File: src/rtl/hsi_pkg.sv
// ----------------------------------------------------------------------------
// hsi_pkg: shared types and constants for the heapsort block
// Store size, index widths, the datapath operation codes and the status
// bundle that the controller reads back from the datapath.
// ----------------------------------------------------------------------------
`default_nettype none

package hsi_pkg;

  // Store capacity and derived widths
  localparam int MAX_ITEMS = 64;
  localparam int DATA_W    = 32;
  localparam int ADDR_W    = $clog2(MAX_ITEMS);
  localparam int CNT_W     = ADDR_W + 1;

  // Datapath operations, one per controller state, plus OP_NONE
  typedef enum logic [3:0] {
    OP_NONE,
    OP_LOAD,
    OP_SETUP,
    OP_SB,
    OP_HELD,
    OP_CHK,
    OP_C0,
    OP_C1,
    OP_CMP,
    OP_NEXT,
    OP_SW0,
    OP_SW1,
    OP_SW2,
    OP_OUT
  } hsi_op_t;

  // Status from datapath to controller
  typedef struct packed {
    logic n_small;     // set holds fewer than two values
    logic child_out;   // left child falls beyond the heap limit
    logic has_right;   // right child lies inside the heap limit
    logic held_lt;     // held value is below the larger child
    logic sort_done;   // last extraction finished
    logic next_build;  // another build-phase sift follows
    logic out_done;    // final result is being read
  } hsi_stat_t;

endpackage : hsi_pkg

`default_nettype wire

File: src/rtl/hsi_datapath.sv
// ----------------------------------------------------------------------------
// hsi_datapath: value store and sift-down datapath
// Holds the 64-entry store (one write, one registered read per cycle), the
// heap index registers, the held/child value registers and the result
// registers. Each cycle it carries out the operation the controller names.
// ----------------------------------------------------------------------------
`default_nettype none

module hsi_datapath
  import hsi_pkg::*;
(
  input  wire logic              clk,
  input  wire logic              rst_n,
  input  wire hsi_op_t           op,
  input  wire logic [DATA_W-1:0] in_value,
  output hsi_stat_t              stat,
  output logic                   out_valid,
  output logic [DATA_W-1:0]      out_sorted_value,
  output logic                   out_last_out,
  output logic                   out_overflow
);

  // Store
  logic [DATA_W-1:0] mem [MAX_ITEMS];
  logic [DATA_W-1:0] rd_data_r;
  logic [ADDR_W-1:0] rd_addr;
  logic              wr_en;
  logic [ADDR_W-1:0] wr_addr;
  logic [DATA_W-1:0] wr_data;

  // Set bookkeeping
  logic [CNT_W-1:0]  count_r;
  logic              ovf_r;
  logic [CNT_W-1:0]  n_r;
  logic              extract_r;
  logic [ADDR_W-1:0] r_r;
  logic [ADDR_W-1:0] end_r;
  logic [ADDR_W-1:0] k_r;

  // Sift-down registers
  logic [ADDR_W-1:0] pos_r;
  logic [ADDR_W-1:0] child_r;
  logic [CNT_W-1:0]  limit_r;
  logic [DATA_W-1:0] held_r;
  logic [DATA_W-1:0] cval_r;
  logic [DATA_W-1:0] tmp_r;

  // Result registers
  logic              out_valid_r;
  logic              out_last_r;
  logic              out_ovf_r;

  logic [CNT_W-1:0]  child_w;
  logic              right_gt;

  // Heap index and compare logic
  always_comb begin
    child_w        = {pos_r, 1'b1};
    right_gt       = $signed(rd_data_r) > $signed(cval_r);
    stat.n_small   = count_r < CNT_W'(2);
    stat.child_out = child_w >= limit_r;
    stat.has_right = (CNT_W'(child_r) + CNT_W'(1)) < limit_r;
    stat.held_lt   = $signed(held_r) < $signed(cval_r);
    stat.sort_done = extract_r && (end_r == ADDR_W'(1));
    stat.next_build = !extract_r && (r_r != ADDR_W'(1));
    stat.out_done  = (CNT_W'(k_r) + CNT_W'(1)) == n_r;
  end

  // Read address select
  always_comb begin
    case (op)
      OP_SB:   rd_addr = r_r - ADDR_W'(1);
      OP_CHK:  rd_addr = child_w[ADDR_W-1:0];
      OP_C0:   rd_addr = child_r + ADDR_W'(1);
      OP_SW1:  rd_addr = end_r;
      OP_OUT:  rd_addr = k_r;
      default: rd_addr = '0;
    endcase
  end

  // Write port select
  always_comb begin
    wr_en   = 1'b0;
    wr_addr = pos_r;
    wr_data = held_r;
    case (op)
      OP_LOAD: begin
        wr_en   = count_r < CNT_W'(MAX_ITEMS);
        wr_addr = count_r[ADDR_W-1:0];
        wr_data = in_value;
      end
      OP_CHK: begin
        wr_en = stat.child_out;
      end
      OP_CMP: begin
        wr_en   = 1'b1;
        wr_data = stat.held_lt ? cval_r : held_r;
      end
      OP_SW2: begin
        wr_en   = 1'b1;
        wr_addr = end_r;
        wr_data = tmp_r;
      end
      default: wr_en = 1'b0;
    endcase
  end

  // Store write and registered read
  always_ff @(posedge clk) begin
    if (wr_en) begin
      mem[wr_addr] <= wr_data;
    end
    rd_data_r <= mem[rd_addr];
  end

  // Control-side registers
  always_ff @(posedge clk) begin
    if (!rst_n) begin
      count_r     <= '0;
      ovf_r       <= 1'b0;
      out_valid_r <= 1'b0;
    end else begin
      out_valid_r <= (op == OP_OUT);
      if (op == OP_LOAD) begin
        if (count_r < CNT_W'(MAX_ITEMS)) begin
          count_r <= count_r + CNT_W'(1);
        end else begin
          ovf_r <= 1'b1;
        end
      end
      // set is finished once its final result is read
      if (op == OP_OUT && stat.out_done) begin
        count_r <= '0;
        ovf_r   <= 1'b0;
      end
    end
  end

  // Payload registers
  always_ff @(posedge clk) begin
    case (op)
      OP_SETUP: begin
        n_r       <= count_r;
        r_r       <= count_r[CNT_W-1:1];
        extract_r <= 1'b0;
        k_r       <= '0;
      end
      OP_SB: begin
        pos_r   <= r_r - ADDR_W'(1);
        limit_r <= n_r;
      end
      OP_HELD: begin
        held_r <= rd_data_r;
      end
      OP_CHK: begin
        child_r <= child_w[ADDR_W-1:0];
      end
      OP_C0: begin
        cval_r <= rd_data_r;
      end
      OP_C1: begin
        // take the right child when it is larger
        if (right_gt) begin
          cval_r  <= rd_data_r;
          child_r <= child_r + ADDR_W'(1);
        end
      end
      OP_CMP: begin
        if (stat.held_lt) begin
          pos_r <= child_r;
        end
      end
      OP_NEXT: begin
        if (!extract_r) begin
          if (r_r == ADDR_W'(1)) begin
            extract_r <= 1'b1;
            end_r     <= n_r[ADDR_W-1:0] - ADDR_W'(1);
          end else begin
            r_r <= r_r - ADDR_W'(1);
          end
        end else begin
          end_r <= end_r - ADDR_W'(1);
        end
      end
      OP_SW1: begin
        tmp_r <= rd_data_r;
      end
      OP_SW2: begin
        // old last entry becomes the sifted root
        held_r  <= rd_data_r;
        pos_r   <= '0;
        limit_r <= CNT_W'(end_r);
      end
      OP_OUT: begin
        k_r        <= k_r + ADDR_W'(1);
        out_last_r <= stat.out_done;
        out_ovf_r  <= ovf_r;
      end
      default: begin
      end
    endcase
  end

  assign out_valid        = out_valid_r;
  assign out_sorted_value = rd_data_r;
  assign out_last_out     = out_last_r;
  assign out_overflow     = out_ovf_r;

endmodule : hsi_datapath

`default_nettype wire

File: src/rtl/hsi_ctrl.sv
// ----------------------------------------------------------------------------
// hsi_ctrl: heapsort sequencer
// Steps through load, heap build, extraction and output, naming one datapath
// operation per cycle and branching on the datapath status.
// ----------------------------------------------------------------------------
`default_nettype none

module hsi_ctrl
  import hsi_pkg::*;
(
  input  wire logic      clk,
  input  wire logic      rst_n,
  input  wire logic      start,
  input  wire logic      in_is_last,
  input  wire hsi_stat_t stat,
  output hsi_op_t        op,
  output logic           busy
);

  typedef enum logic [3:0] {
    ST_LOAD,
    ST_SETUP,
    ST_SB,
    ST_HELD,
    ST_CHK,
    ST_C0,
    ST_C1,
    ST_CMP,
    ST_NEXT,
    ST_SW0,
    ST_SW1,
    ST_SW2,
    ST_OUT
  } state_t;

  state_t state_r;
  state_t state_nxt;

  // Next state and operation
  always_comb begin
    state_nxt = state_r;
    op        = OP_NONE;
    case (state_r)
      ST_LOAD: begin
        if (start) begin
          op = OP_LOAD;
          if (in_is_last) begin
            state_nxt = ST_SETUP;
          end
        end
      end
      ST_SETUP: begin
        op        = OP_SETUP;
        state_nxt = stat.n_small ? ST_OUT : ST_SB;
      end
      ST_SB: begin
        op        = OP_SB;
        state_nxt = ST_HELD;
      end
      ST_HELD: begin
        op        = OP_HELD;
        state_nxt = ST_CHK;
      end
      ST_CHK: begin
        op        = OP_CHK;
        state_nxt = stat.child_out ? ST_NEXT : ST_C0;
      end
      ST_C0: begin
        op        = OP_C0;
        state_nxt = stat.has_right ? ST_C1 : ST_CMP;
      end
      ST_C1: begin
        op        = OP_C1;
        state_nxt = ST_CMP;
      end
      ST_CMP: begin
        op        = OP_CMP;
        state_nxt = stat.held_lt ? ST_CHK : ST_NEXT;
      end
      ST_NEXT: begin
        op = OP_NEXT;
        if (stat.sort_done) begin
          state_nxt = ST_OUT;
        end else if (stat.next_build) begin
          state_nxt = ST_SB;
        end else begin
          state_nxt = ST_SW0;
        end
      end
      ST_SW0: begin
        op        = OP_SW0;
        state_nxt = ST_SW1;
      end
      ST_SW1: begin
        op        = OP_SW1;
        state_nxt = ST_SW2;
      end
      ST_SW2: begin
        op        = OP_SW2;
        state_nxt = ST_CHK;
      end
      ST_OUT: begin
        op = OP_OUT;
        if (stat.out_done) begin
          state_nxt = ST_LOAD;
        end
      end
      default: begin
        state_nxt = ST_LOAD;
      end
    endcase
  end

  // State register
  always_ff @(posedge clk) begin
    if (!rst_n) begin
      state_r <= ST_LOAD;
    end else begin
      state_r <= state_nxt;
    end
  end

  assign busy = (state_r != ST_LOAD);

endmodule : hsi_ctrl

`default_nettype wire

File: src/rtl/heap_sort_integers.sv
// ----------------------------------------------------------------------------
// heap_sort_integers: heapsort of up to 64 signed 32-bit integers
//
// Input: a beat is taken on a rising edge with start high and busy low. Each
// beat carries in_value and in_is_last; a beat with in_is_last closes the set.
// Beats may come back to back. Beats past 64 values are dropped and the
// whole run is flagged with out_overflow.
// After the closing beat busy rises while the set is heap-ordered in place.
// Each sift-down level steps through the CHK, C0, C1 (only when a right child
// exists) and CMP states, sharing the single read port of the store.
// Results: out_valid strobes for one cycle per value, ascending, one value per
// cycle back to back; out_last_out marks the greatest. The receiver cannot
// stall. busy drops as the last result is read, so the next set may start
// while the final result is still on the ports.
// Reset (rst_n low, synchronous) empties the set and drops any run in flight.
// ----------------------------------------------------------------------------
`default_nettype none

module heap_sort_integers
  import hsi_pkg::*;
(
  input  wire logic              clk,
  input  wire logic              rst_n,
  input  wire logic              start,
  output logic                   busy,
  input  wire logic [DATA_W-1:0] in_value,
  input  wire logic              in_is_last,
  output logic                   out_valid,
  output logic [DATA_W-1:0]      out_sorted_value,
  output logic                   out_last_out,
  output logic                   out_overflow
);

  hsi_op_t   op;
  hsi_stat_t stat;

  // Sequencer
  hsi_ctrl u_ctrl (
    .clk        (clk),
    .rst_n      (rst_n),
    .start      (start),
    .in_is_last (in_is_last),
    .stat       (stat),
    .op         (op),
    .busy       (busy)
  );

  // Store and sift datapath
  hsi_datapath u_dp (
    .clk              (clk),
    .rst_n            (rst_n),
    .op               (op),
    .in_value         (in_value),
    .stat             (stat),
    .out_valid        (out_valid),
    .out_sorted_value (out_sorted_value),
    .out_last_out     (out_last_out),
    .out_overflow     (out_overflow)
  );

endmodule : heap_sort_integers

`default_nettype wire

File: config.mk
export PLATFORM = sky130hd
export DESIGN_NAME = heap_sort_integers
export DESIGN_NICKNAME = d
export VERILOG_FILES = /design/src/rtl/hsi_pkg.sv /design/src/rtl/hsi_datapath.sv /design/src/rtl/hsi_ctrl.sv /design/src/rtl/heap_sort_integers.sv
export SDC_FILE = /design/constraint.sdc
export NUM_CORES = 2
export LEC_CHECK = 0
export ABC_CLOCK_PERIOD_IN_PS = 10400
export BUFFER_PORTS_ARGS = -buffer_cell sky130_fd_sc_hd__clkbuf_2
export CAP_MARGIN = 20
export CORE_MARGIN = 5
export CORE_UTILIZATION = 60
export DETAILED_ROUTE_END_ITERATION = 16
export PLACE_DENSITY = 0.76
export SYNTH_ARGS = -nofsm -noshare
export SYNTH_HDL_FRONTEND = slang
export SYNTH_SLANG_ARGS = --single-unit
File: constraint.sdc
create_clock -name clk -period 10.4 [get_ports clk]
set_input_delay 1.56 -clock clk [delete_from_list [all_inputs] [get_ports clk]]
set_output_delay 1.56 -clock clk [all_outputs]
set_load 0.005 [all_outputs]
==> results.json <==
{
  "maxSlewHeadroom": 0.2144,
  "synth_area_leaders": "edfxtp_1 (74%), nand2_1 (7.1%), a21oi_1 (3.2%)",
  "p_sw_uw": 10980,
  "syn_to_final_growth_pct": 11.39,
  "syn_inst": 6366,
  "synth_fp_nets": 6485,
  "power.total_uw": 29050,
  "synthTopCellsByCount": "edfxtp_1 (2,191), nand2_1 (1,669), a21oi_1 (571)",
  "path_buf_inv": 3,
  "synth_xor_area_frac": 0.003161,
  "gp_congestion": 0.9056,
  "hp-class": "flip-flop to flip-flop",
  "post_drt_wl_per_cell_um": 29.12,
  "path_clk_slew_ns": 0.07,
  "clock-root-buffer": "clkbuf_16",
  "grt_pass1_wl_um": 360000,
  "finalCriticalPeriod_ns": 5.533,
  "die_w_um": 394.4,
  "core_sq_mm": 0.1473,
  "synth_top_family_by_area": "simple AND/OR/NAND/NOR gates",
  "setup_tns_ns": 0,
  "power_density_mw_per_mm2": 294.1,
  "syn-cell-area_sq_mm": 0.08867,
  "cts_made_buffers": 210,
  "cts_hold_buf": 0,
  "critPathMostFrequentCell": "buf_12",
  "period_share": 0.5320,
  "grt_max_degree": 159,
  "synth_cell_types": 62,
  "crit_slowest_cell": "dfxtp_1",
  "rsz0062_at_grt": "no",
  "clock_sinks": 2236,
  "synth-edff-count": 2191,
  "grt_pass1_vias": 54900,
  "post-synth-top-count-cell": "edfxtp_1",
  "antenna_found_initial": 23,
  "end_kind": "flip-flop",
  "routed_via_density": 6.659,
  "synth-adder-area-share": 0.01171,
  "layout-drive-gt1-share": 0.09658,
  "tightestPinTransition_ns": 1.175,
  "io_buffers": 71,
  "synth_top_area_cell": "edfxtp_1",
  "antenna_left": 0,
  "nets": 6543,
  "overflow": 0,
  "wl_um": 249100,
  "cp_top_family": "buffers and inverters",
  "placed_cell_area_sq_mm": 0.09181,
  "finalSetupViolCount": 0,
  "vias": 56950,
  "synth.top_cell.area_share": 0.7420,
  "fmax_ghz": 0.1807,
  "clockBufferDepth": 3,
  "ctsResizeCount": 0,
  "clock_power_share": 0.262,
  "p_comb_frac": 0.328,
  "critPathMaxStageDelay_ns": 0.80,
  "finalHoldViolCount": 0,
  "yosys.area_share.simple": 0.1045,
  "seq_power_share": 0.410,
  "htreeDepth": 4,
  "p_leak_uw": 0.03234,
  "yosys_warnings": 0,
  "switching_share": 0.3781,
  "clkLatencyLatePin_ns": 0.87,
  "worstPathCellList": "or4b_1 > o22a_1 > nand2_4 > buf_12 > buf_12 > buf_4 > nand2_1 > a21oi_1 > nor4_1 > o22ai_1 > or3_1",
  "p_int_uw": 18060,
  "clock-skew-final_ns": 0.05478,
  "synth_compound_area_frac": 0.07900,
  "synth_seq_cells": 2236,
  "stdcell_area_sq_mm": 0.09877,
  "dr.first_iter.drc_count": 8385,
  "postCtsSetupBuffers": 0,
  "maxCapViolations": 0,
  "synthArstFlopShare": 0,
  "slew_viol_final": 0,
  "start_util": 0.6019,
  "synth.avg_cell_area_sq_um": 13.93,
  "peakVddDrop_mv": 0.3103,
  "ys.flop_type": "edfxtp_1",
  "drc_errors": 0,
  "grtUsageTotal": 0.3140,
  "fp.dieArea_sq_mm": 0.1556,
  "io_pins": 72,
  "die_h_um": 394.4,
  "cts_tree": "yes",
  "status": "complete, no violations",
  "num_rows": 141,
  "muxShareOfSynthArea": 0.02961,
  "startpoint_type": "flip-flop",
  "crit_type": "flip-flop to flip-flop",
  "cp_max_fo": 153,
  "crit_arrival_ns": 6.33,
  "ys_seq_area_frac": 0.7522,
  "dp.final_hpwl_um": 131000,
  "first_pass_iters": 7,
  "required_ns": 11.20
}
[registers in the layout, indices dropped and copies added, names as in the netlist]
name / flops
u_dp.out_sorted_value: 32
u_dp.mem: 2048
u_dp.extract_r: 1
u_dp.cval_r: 32
u_dp.pos_r: 6
u_dp.r_r: 6
u_dp.out_overflow: 1
u_dp.n_r: 7
u_dp.limit_r: 7
u_dp.k_r: 6
u_dp.count_r: 7
u_dp.tmp_r: 32
u_dp.child_r: 6
u_ctrl.state_r: 4
u_dp.held_r: 32
u_dp.end_r: 6
u_dp.ovf_r: 1
u_dp.out_last_out: 1
u_dp.out_valid: 1
[metal layers]
layer | vias to the layer above | part of all wire | GRT usage
li1 | 24010 | - | -
met1 | 27960 | 0.36 | 0.4292
met2 | 4263 | 0.45 | 0.4771
met3 | 706 | 0.14 | 0.08187
met4 | 14 | 0.054 | 0.1517
met5 | - | 0.00047 | 0
[stage by stage]
step / utilization / std cells / hold slack, ns / setup slack (ns)
2_1_floorplan: - / 6366 / 0.4090 / 4.511
3_3_place_gp: 0.6231 / 8140 / 0.4615 / 5.163
3_5_place_dp: 0.6232 / 8141 / 0.4577 / 5.097
4_1_cts: 0.6701 / 8535 / 0.4766 / 5.083
5_1_grt: 0.6703 / 8541 / 0.4962 / 4.618
6_report: 0.6705 / 8552 / 0.4945 / 4.867
[cell usage in the layout (no fill, tap or decap), types with 50 or more instances in the layout]
master,n
ha_1,83
nor2_4,70
nand2_1,1663
o21ai_0,58
edfxtp_1,2191
o22ai_1,66
nand4_1,50
mux2i_1,260
a21oi_1,571
buf_4,136
inv_1,57
a32oi_1,259
nor2_1,50
clkbuf_2,71
clkbuf_16,210
nand3_1,149
clkinv_1,51
nor4_1,135
[final timing paths]
| check | from | endpoint | slack, ns | cells after the start |
|---|---|---|---|---|
| max | u_ctrl.state_r[1]$_SDFFE_PN0P_ | u_dp.out_sorted_value[9]$_DFF_P_ | 4.87 | 11 |
| min | u_dp.ovf_r$_SDFFE_PP0P_ | u_dp.out_overflow$_DFFE_PN_ | 0.49 | 0 |
| max reg2reg | u_ctrl.state_r[1]$_SDFFE_PN0P_ | u_dp.out_sorted_value[9]$_DFF_P_ | 4.87 | 11 |
| min reg2reg | u_dp.ovf_r$_SDFFE_PP0P_ | u_dp.out_overflow$_DFFE_PN_ | 0.49 | 0 |
[power by group through the flow]
stage	logic, uW	clock network, uW	registers (uW)
after floorplan	5390	0	11900
after global placement	8980	0	12000
after detailed placement	9190	0	12100
after CTS	9250	7650	11900
after global routing	9950	8050	11900
final	9530	7620	11900
[logic make-up after synthesis]
kind of cell	count (synthesis)
XOR/XNOR	32
multiplexers	262
buffers and inverters	430
flip-flops	2236
AO/OA/AOI/OAI	1100
AND/OR/NAND/NOR	2223
adder cells (fa/ha/maj)	83
[area by class of cell]
cell class | instances | area [sq um]
Multi-Input combinational cell | 3700 | 20890
Sequential cell | 2236 | 66690
Clock inverter | 130 | 1396
Antenna cell | 16 | 40.04
Tap cell | 1930 | 2415
Fill cell | 9669 | 48540
Timing Repair Buffer | 219 | 1617
Clock buffer | 264 | 5508
Inverter | 57 | 214.0
Note: power is estimated with default switching activity, not from simulation.
